[src/rtl/fssm_pkg.sv]
// shared types and codes for the fieldbus slave state machine
package fssm_pkg;

	localparam int InWidth  = 104;
	localparam int OutWidth = 16;

	typedef enum logic [3:0] {
		ST_INIT   = 4'd1,
		ST_PREOP  = 4'd2,
		ST_SAFEOP = 4'd4,
		ST_OP     = 4'd8
	} slave_state_t;

	typedef enum logic [2:0] {
		KIND_NONE       = 3'd0,
		KIND_TRANSITION = 3'd1,
		KIND_MAILBOX    = 3'd2,
		KIND_PDATA      = 3'd3,
		KIND_SYNC       = 3'd4,
		KIND_WATCHDOG   = 3'd5
	} err_kind_t;

	// persistent machine state
	typedef struct packed {
		logic [3:0] st;
		logic       err;
		logic [2:0] kind;
		logic       ov;
	} esm_state_t;

	// one poll as unpacked from the input transfer
	typedef struct packed {
		logic [4:0]  control_word;
		logic [15:0] mbx_out_length;
		logic [15:0] mbx_in_length;
		logic [15:0] pd_out_length;
		logic [15:0] pd_in_length;
		logic [7:0]  mbx_out_activate;
		logic [7:0]  mbx_in_activate;
		logic [7:0]  pd_out_activate;
		logic [7:0]  pd_in_activate;
		logic        watchdog_fired;
		logic        clock_sync_enabled;
	} poll_t;

	// event pulses of one poll
	typedef struct packed {
		logic left_op;
		logic entered_preop;
		logic entered_safeop;
		logic entered_op;
		logic outputs_invalidated;
		logic watchdog_clear;
	} esm_events_t;

endpackage

[src/rtl/fssm_decide.sv]
// next-state and event decision for one poll
module fssm_decide (
	input  fssm_pkg::poll_t      poll,
	input  fssm_pkg::esm_state_t cur,
	input  logic                 clock_sync_required,
	output fssm_pkg::esm_state_t nxt,
	output fssm_pkg::esm_events_t ev
);
	import fssm_pkg::*;

	logic [3:0] req;
	logic       ack;
	logic       mbx_ok;
	logic       pd_ok;

	assign req = poll.control_word[3:0];
	assign ack = poll.control_word[4];
	assign mbx_ok = (poll.mbx_out_length != 16'd0) && (poll.mbx_in_length != 16'd0)
		&& (poll.mbx_out_activate != 8'd0) && (poll.mbx_in_activate != 8'd0);
	assign pd_ok = (poll.pd_out_length != 16'd0) && (poll.pd_in_length != 16'd0)
		&& (poll.pd_out_activate != 8'd0) && (poll.pd_in_activate != 8'd0);

	always_comb begin
		nxt = cur;
		ev  = '0;
		if (ack && cur.err) begin
			nxt.err  = 1'b0;
			nxt.kind = KIND_NONE;
		end
		if (poll.watchdog_fired) begin
			ev.watchdog_clear = 1'b1;
			nxt.ov   = 1'b0;
			nxt.err  = 1'b1;
			nxt.kind = KIND_WATCHDOG;
		end
		if ((req != cur.st) && !nxt.err) begin
			case (req)
				ST_INIT: begin
					ev.left_op = (cur.st == ST_OP);
					nxt.ov = 1'b0;
					nxt.st = ST_INIT;
				end
				ST_PREOP: begin
					if (!mbx_ok) begin
						nxt.err  = 1'b1;
						nxt.kind = KIND_MAILBOX;
					end else begin
						ev.left_op       = (cur.st == ST_OP);
						ev.entered_preop = 1'b1;
						nxt.st = ST_PREOP;
					end
					nxt.ov = 1'b0;
				end
				ST_SAFEOP: begin
					if (cur.st != ST_PREOP) begin
						nxt.err  = 1'b1;
						nxt.kind = KIND_TRANSITION;
					end else if (!pd_ok) begin
						nxt.err  = 1'b1;
						nxt.kind = KIND_PDATA;
					end else begin
						ev.entered_safeop = 1'b1;
						nxt.st = ST_SAFEOP;
					end
					nxt.ov = 1'b0;
				end
				ST_OP: begin
					if (cur.st != ST_SAFEOP) begin
						nxt.err  = 1'b1;
						nxt.kind = KIND_TRANSITION;
						nxt.ov   = 1'b0;
					end else if (clock_sync_required && !poll.clock_sync_enabled) begin
						nxt.err  = 1'b1;
						nxt.kind = KIND_SYNC;
						nxt.ov   = 1'b0;
					end else begin
						ev.entered_op = 1'b1;
						nxt.ov = 1'b1;
						nxt.st = ST_OP;
					end
				end
				default: begin
					nxt.err  = 1'b1;
					nxt.kind = KIND_TRANSITION;
					nxt.ov   = 1'b0;
				end
			endcase
		end
		ev.outputs_invalidated = cur.ov && !nxt.ov;
	end

endmodule

[src/rtl/fieldbus_slave_state_machine_top.sv]
// top level of the fieldbus slave state machine
//
//  channel   direction  width  contents
//  s_*       in         104    one poll of the master's registers
//  m_*       out        16     state, error and event flags after the poll
//  cfg_*     in         1      clock_sync_required register write
//
// one poll per cycle while results are not stalled; the decision is a single combinational
// pass from the input transfer into the result register, and the state updates on the same edge
// reset clears the state to init with no error, outputs invalid, register 0
// a stalled result holds in the output register; a new poll is taken whenever
// the result register is empty or being emptied in the same cycle
module fieldbus_slave_state_machine_top (
	input  logic                          clk,
	input  logic                          arst_n,
	input  logic                          cfg_we,
	input  logic                          cfg_wdata,
	input  logic                          s_tvalid,
	output logic                          s_tready,
	// control_word[4:0], mbx_out_length[20:5], mbx_in_length[36:21],
	// pd_out_length[52:37], pd_in_length[68:53], mbx_out_activate[76:69],
	// mbx_in_activate[84:77], pd_out_activate[92:85], pd_in_activate[100:93],
	// watchdog_fired[101], clock_sync_enabled[102], zero[103]
	input  logic [fssm_pkg::InWidth-1:0]  s_tdata,
	output logic                          m_tvalid,
	input  logic                          m_tready,
	// current_state[3:0], error_pending[4], error_kind[7:5], outputs_valid[8],
	// left_op[9], entered_preop[10], entered_safeop[11], entered_op[12],
	// outputs_invalidated[13], watchdog_clear[14], zero[15]
	output logic [fssm_pkg::OutWidth-1:0] m_tdata
);
	import fssm_pkg::*;

	poll_t       poll;
	esm_state_t  state_q;
	esm_state_t  nxt;
	esm_events_t ev;
	logic        csr_q;
	logic        m_tvalid_q;
	logic [OutWidth-1:0] m_tdata_q;
	logic        take;

	// unpack the poll, first field in the low bits
	assign poll.control_word       = s_tdata[4:0];
	assign poll.mbx_out_length     = s_tdata[20:5];
	assign poll.mbx_in_length      = s_tdata[36:21];
	assign poll.pd_out_length      = s_tdata[52:37];
	assign poll.pd_in_length       = s_tdata[68:53];
	assign poll.mbx_out_activate   = s_tdata[76:69];
	assign poll.mbx_in_activate    = s_tdata[84:77];
	assign poll.pd_out_activate    = s_tdata[92:85];
	assign poll.pd_in_activate     = s_tdata[100:93];
	assign poll.watchdog_fired     = s_tdata[101];
	assign poll.clock_sync_enabled = s_tdata[102];

	// output register acts as the skid between the two sides
	assign s_tready = !m_tvalid_q || m_tready;
	assign take     = s_tvalid && s_tready;

	fssm_decide u_decide (
		.poll                (poll),
		.cur                 (state_q),
		.clock_sync_required (csr_q),
		.nxt                 (nxt),
		.ev                  (ev)
	);

	// machine state and configuration register
	always_ff @(posedge clk or negedge arst_n) begin
		if (!arst_n) begin
			state_q.st   <= ST_INIT;
			state_q.err  <= 1'b0;
			state_q.kind <= KIND_NONE;
			state_q.ov   <= 1'b0;
			csr_q        <= 1'b0;
		end else begin
			if (take) begin
				state_q <= nxt;
			end
			if (cfg_we) begin
				csr_q <= cfg_wdata;
			end
		end
	end

	// result valid
	always_ff @(posedge clk or negedge arst_n) begin
		if (!arst_n) begin
			m_tvalid_q <= 1'b0;
		end else if (take) begin
			m_tvalid_q <= 1'b1;
		end else if (m_tready) begin
			m_tvalid_q <= 1'b0;
		end
	end

	// result payload, no reset needed
	always_ff @(posedge clk) begin
		if (take) begin
			m_tdata_q <= {1'b0, ev.watchdog_clear, ev.outputs_invalidated, ev.entered_op,
				ev.entered_safeop, ev.entered_preop, ev.left_op, nxt.ov, nxt.kind,
				nxt.err, nxt.st};
		end
	end

	assign m_tvalid = m_tvalid_q;
	assign m_tdata  = m_tdata_q;

endmodule

[config.mk]
export PLATFORM = sky130hd
export DESIGN_NAME = fieldbus_slave_state_machine_top
export DESIGN_NICKNAME = d
export VERILOG_FILES = /design/src/rtl/fssm_pkg.sv /design/src/rtl/fssm_decide.sv /design/src/rtl/fieldbus_slave_state_machine_top.sv
export SDC_FILE = /design/constraint.sdc
export NUM_CORES = 1
export LEC_CHECK = 0
export CAP_MARGIN = 20
export CORE_ASPECT_RATIO = 0.8
export CORE_MARGIN = 2
export CORE_UTILIZATION = 55
export DETAILED_ROUTE_END_ITERATION = 6
export DONT_BUFFER_PORTS = 1
export PLACE_DENSITY_LB_ADDON = 0.12
export SYNTH_ARGS = -nofsm -noshare
export SYNTH_HDL_FRONTEND = slang
export SYNTH_HIERARCHICAL = 1
export SYNTH_SLANG_ARGS = --single-unit
export TNS_END_PERCENT = 5
[constraint.sdc]
create_clock -name clk -period 2.3 [get_ports clk]
set_clock_uncertainty 0.15 [all_clocks]
set_input_delay 0.345 -clock clk [delete_from_list [all_inputs] [get_ports clk]]
set_output_delay 0.345 -clock clk [all_outputs]
set_load 0.02 [all_outputs]
# Word level (Yosys, flattened, before mapping)
# Cells that the tools add are included.
[classes]
eq_ne = 8
reduce_logical = 28
bitwise = 3
muxes = 23
[op_table]
columns = ["operator", "count"]
rows = [
  ["$reduce_bool A16 Y1", 4],
  ["$mux W4", 10],
  ["$pmux W4 S4", 2],
  ["$reduce_bool A8 Y1", 4],
  ["$logic_and A1 B1 Y1", 11],
  ["$mux W5", 2],
  ["$mux W9", 1],
  ["$eq A4 B4 Y1 const B", 2],
  ["$mux W1", 6],
  ["$reduce_or A3 Y1", 2],
  ["$eq A4 B1 Y1 const B", 1],
  ["$eq A4 B2 Y1 const B", 1],
  ["$eq A4 B3 Y1 const B", 1],
  ["$logic_not A1 Y1", 4],
  ["$ne A4 B2 Y1 const B", 1],
  ["$ne A4 B3 Y1 const B", 1],
  ["$ne A4 B4 Y1", 1],
  ["$not A1 Y1", 3],
  ["$mux W2", 1],
  ["$pmux W1 S2", 1],
  ["$reduce_and A2 Y1", 1],
  ["$reduce_bool A2 Y1", 1],
  ["$logic_or A1 B1 Y1", 1],
]
[word_totals]
elab_cells = 73
out_inout_bits = 18
input_bits = 110
ff_bits = 26

# Logic depth before layout (Yosys ltp)
[logic_depth]
ltp_word = 10
mapped_depth = 10
ltp_nobuf = 7

# Hierarchy
# Netlist, hierarchy kept.
[by_module_without_submodules]
columns = ["mod", "cells_each", "instances", "area_per_inst_um2", "seq_area_each_um2"]
rows = [
  ["fieldbus_slave_state_machine_top", 42, 1, 928.4, 726.9],
  ["fssm_decide", 116, 1, 734.5, 0.0],
]

# Worst setup path after synthesis
# No wires, ideal clock.
[synth_timing]
path_type = "register to register"
startpoint = "register state_q[7] (netlist bit)"
endpoint = "register state_q[1] (netlist bit)"
period_less_slack_ns = 2.158
n_path_buf = 0
path_slack_ns = 0.142
setup_ns = 0.125
arrival_time_ns = 1.883
path_stages_with_launch = 6
required_time_ns = 2.025
path_cell_list = "dfrtp_1 -> or4b_1 -> nor3_2 -> nor2_1 -> o32a_1 -> mux2_4"
[synth_lines]
columns = ["element", "line", "source"]
rows = [
  ["from (decl)", "fieldbus_slave_state_machine_top.sv:35", "esm_state_t state_q;"],
  ["from (signal assigned)", "fieldbus_slave_state_machine_top.sv:78", "state_q <= nxt;"],
]

==> metrics.md <==
| Metric | Value |
|---|---|
| Routed vias | `~1300` |
| WP buf/inv | `1` |
| Pre-CTS setup slack | `between 0.05 and 0.06 ns` |
| Gr ovfl total | `0` |
| Final non-filler cell area | `0.00178 mm²` |
| Final hold violation count | `0` |
| Synth-to-Final Area Change | `6.92%` |
| Count leader, synth | `nor4_1` |
| Worst-path maximum fanout | `6` |
| Setup bufs post-CTS | `0` |
| Total Die Area | `between 0.003 and 0.004 mm²` |
| Reg-to-reg endpoint | `state_q[4]$_DFFE_PN0P_` |
| Ys Warns | `6` |
| # DRC | `0` |
| Final Max Slew Viols | `0` |
| Leakage | `around 0.66 nW` |
| Seq pwr share | `between 50% and 60%` |
| Commonest cells in the netlist | `nor4_1 (24), edfxtp_1 (15), nand2_1 (12)` |
| Synth cell types | `between 40 and 50` |
| Die Height | `~53 µm` |
| Crit path launch | `state_q[6]$_DFFE_PN0P_` |
| Synth area leader | `edfxtp_1` |
| HP Class | `in -> reg` |
| Setup TNS Final | `0 ns` |
| CTS Root Cell | `clkbuf_8` |
| Placer Congestion | `roughly 0.86` |
| CTS tree | `done` |
| Buffers on Ports | `0` |
| Max cap viols | `0` |
| Delay-heaviest family, CP | `simple AND/OR/NAND/NOR gates` |
| Post-route setup slack | `0.0614 ns` |
| DRT iter0 DRCs | `96` |
| CTS Sinks | `26` |
| Syn Nets | `approximately 270` |
| Period utilization | `97.3%` |
| PwrDens | `~590 mW/mm²` |
| Global-route wire length before repair | `~6400 µm` |
| Share of cells above drive strength 1 | `a little under a fifth` |
| Net Sw Power | `roughly 280 µW` |
| Switch share | `26.5%` |
| Initial antenna violation count | `0` |
| Reg2reg start | `state_q[6]$_DFFE_PN0P_` |
| Gate power share | `18.4%` |
| Max incr delay on CP | `about 0.5 ns` |
| Min cycle time layout | `2.24 ns` |
| Outcome | `finished, final reports clean` |
| Top post-synthesis cells by area | `edfxtp_1 (27%), dfrtp_1 (15%), nor4_1 (9.0%)` |
| Internal power | `between 700 and 800 µW` |
| Critical Path, Cell by Cell | `or4b_4 -> nor3_2 -> buf_4 -> o21ai_0 -> o22a_1 -> mux2_4` |
| Fin nets | `about 270` |
| R2R setup slack | `between 0.06 and 0.07 ns` |
| Hold wc startpoint | `s_tdata[101]` |
| Async set-reset flop share out of synthesis | `between 40% and 50%` |
| Max Freq | `about 450 MHz` |
| N_diodes | `0` |
| CP arrival | `2.25 ns` |
| Fillers | `235` |
| # rows | `17` |
| Cell Area, Synth | `0.00166 mm²` |
| CP Class | `reg -> reg` |
| Register area share after synthesis | `a little over two fifths` |
| Worst VDD drop | `between 0.4 and 0.5 mV` |
| Number of synthesized flops with an enable pin | `15` |
| Bufs on Longest Clock Path | `2` |
| Gate Count Post-Synth | `158` |
| Power Total | `roughly 1.0 mW` |
| Primary FF master, synth | `edfxtp_1` |
| Worst-margin pin slew | `between 0.5 and 0.6 ns` |
| CP endpoint kind | `flop` |
| Post-DRT Antenna Nets | `0` |
| Worst slew margin | `61.5%` |
| Gr usage total | `about a quarter` |
| Largest net degree at the start of global routing | `16` |
| CORE AREA | `~0.0028 mm²` |
| Final core occ | `between 60% and 70%` |
| Synthesized area per cell | `between 10 and 15 µm²` |
| Hold Path End | `m_tdata[14]$_DFFE_PP_` |
| H-tree depth | `1` |
| Unrepaired setup endpoints after global routing | `false` |
| Clock power frac | `between 20 and 25%` |
| Drt first pass iters | `4` |
| Hold depth | `0` |
| Crit start category | `flop` |
| Final setup vio count | `0` |
| Clk slew on worst S/H paths | `roughly 0.080 ns` |
| Starting Density | `about three fifths` |
| Synth Register Bits | `26` |
| Hold WS | `0.0196 ns` |
| Top cell type's share of synthesized area | `between 20% and 30%` |
| Placed Cells | `approximately 200` |
| Cts bufs inserted | `3` |
| Cell depth of the worst flop-to-flop path | `6` |
| Via density | `approximately 6.7` |
| WL/cell | `~21 µm` |
| # IOs | `128` |
| Non-Filler Instances | `between 200 and 250` |
| Critical path's slowest cell | `or4b_4` |
| Post-DP HPWL | `roughly 3500 µm` |
| Final WL | `approximately 4200 µm` |
| Die X-Extent | `~65 µm` |
| Clock latency on the worst-skew pair | `about 0.26 ns` |
| Number of global-route vias before repair | `roughly 1400` |
| Required @ worst endpoint | `roughly 2.3 ns` |
| Placement-stage cell area | `roughly 0.0017 mm²` |
## sequential cells by signal (all words and copies together), names as in the netlist
signal	cells
state_q	9
m_tdata	15
m_tvalid	1
csr_q	1
## cell families (layout without fill, tap and decap cells)
group	count (synthesis)	after routing	synth area share, %
AOI/OAI and AO/OA	29	29	12.3
xor gates and xnor gates	5	5	2.63
muxes	10	10	8.80
buffers and inverters	10	15	3.23
DFF	26	26	43.7
other	1	1	0.226
and+or+nand+nor	77	77	29.0
## cells in the final DEF, fill, tap and decap left out, types with 3 or more instances in the layout
| cell type | count |
|---|---|
| buf_4 | 6 |
| xnor2_1 | 4 |
| nand3_1 | 5 |
| dfrtp_1 | 9 |
| nand2b_1 | 4 |
| a21oi_1 | 4 |
| edfxtp_1 | 15 |
| inv_1 | 4 |
| nor2_1 | 6 |
| nand4_1 | 6 |
| o21ai_0 | 5 |
| clkbuf_8 | 3 |
| and3_1 | 4 |
| nor4_1 | 24 |
| mux2_4 | 9 |
| nand2_1 | 12 |
## repair_timing
item                                    in CTS  in global routing
gates resized for setup                      0                  3
endpoints found under the setup margin       0                  3
hold buffers                                 1                  0
hold endpoints to repair                    11                  0
## metal layers
layer,wire (µm),GRT usage (%),vias up
met4,0,1.04,0
li1,-,-,626
met2,2100,45.2,67
met1,1780,31.9,647
met5,0,0,-
met3,306,7.23,0
## worst max-delay path by stage
stage	slack [ns]	depth (start not counted)	end
after global placement	0.08	5	state_q[1]$_DFFE_PN0P_
after floorplan	0.14	5	state_q[1]$_DFFE_PN0P_
after CTS	0.01	7	state_q[1]$_DFFE_PN0P_
final	0.06	6	state_q[4]$_DFFE_PN0P_
after detailed placement	0.05	7	state_q[1]$_DFFE_PN0P_
after global routing	0.004	7	state_q[1]$_DFFE_PN0P_
## power by group through the flow
stage / combinational (mW) / sequential [mW] / clock (mW)
after floorplan: 0.151 / 0.600 / 0
after CTS: 0.190 / 0.601 / 0.258
final: 0.193 / 0.601 / 0.255
after global routing: 0.210 / 0.608 / 0.275
after global placement: 0.180 / 0.607 / 0
after detailed placement: 0.183 / 0.609 / 0
## area by class of cell
| type | count | area, µm² | share of cell area, % |
|---|---|---|---|
| multi-input cells | 122 | 887 | 49.9 |
| well taps | 38 | 47.5 | 2.67 |
| flip-flops and latches | 26 | 728 | 41.0 |
| inverters | 4 | 15.0 | 0.844 |
| repair buffers | 7 | 55.1 | 3.10 |
| clock buffers | 4 | 45.0 | 2.53 |
Power figures use the tool's default switching activity.
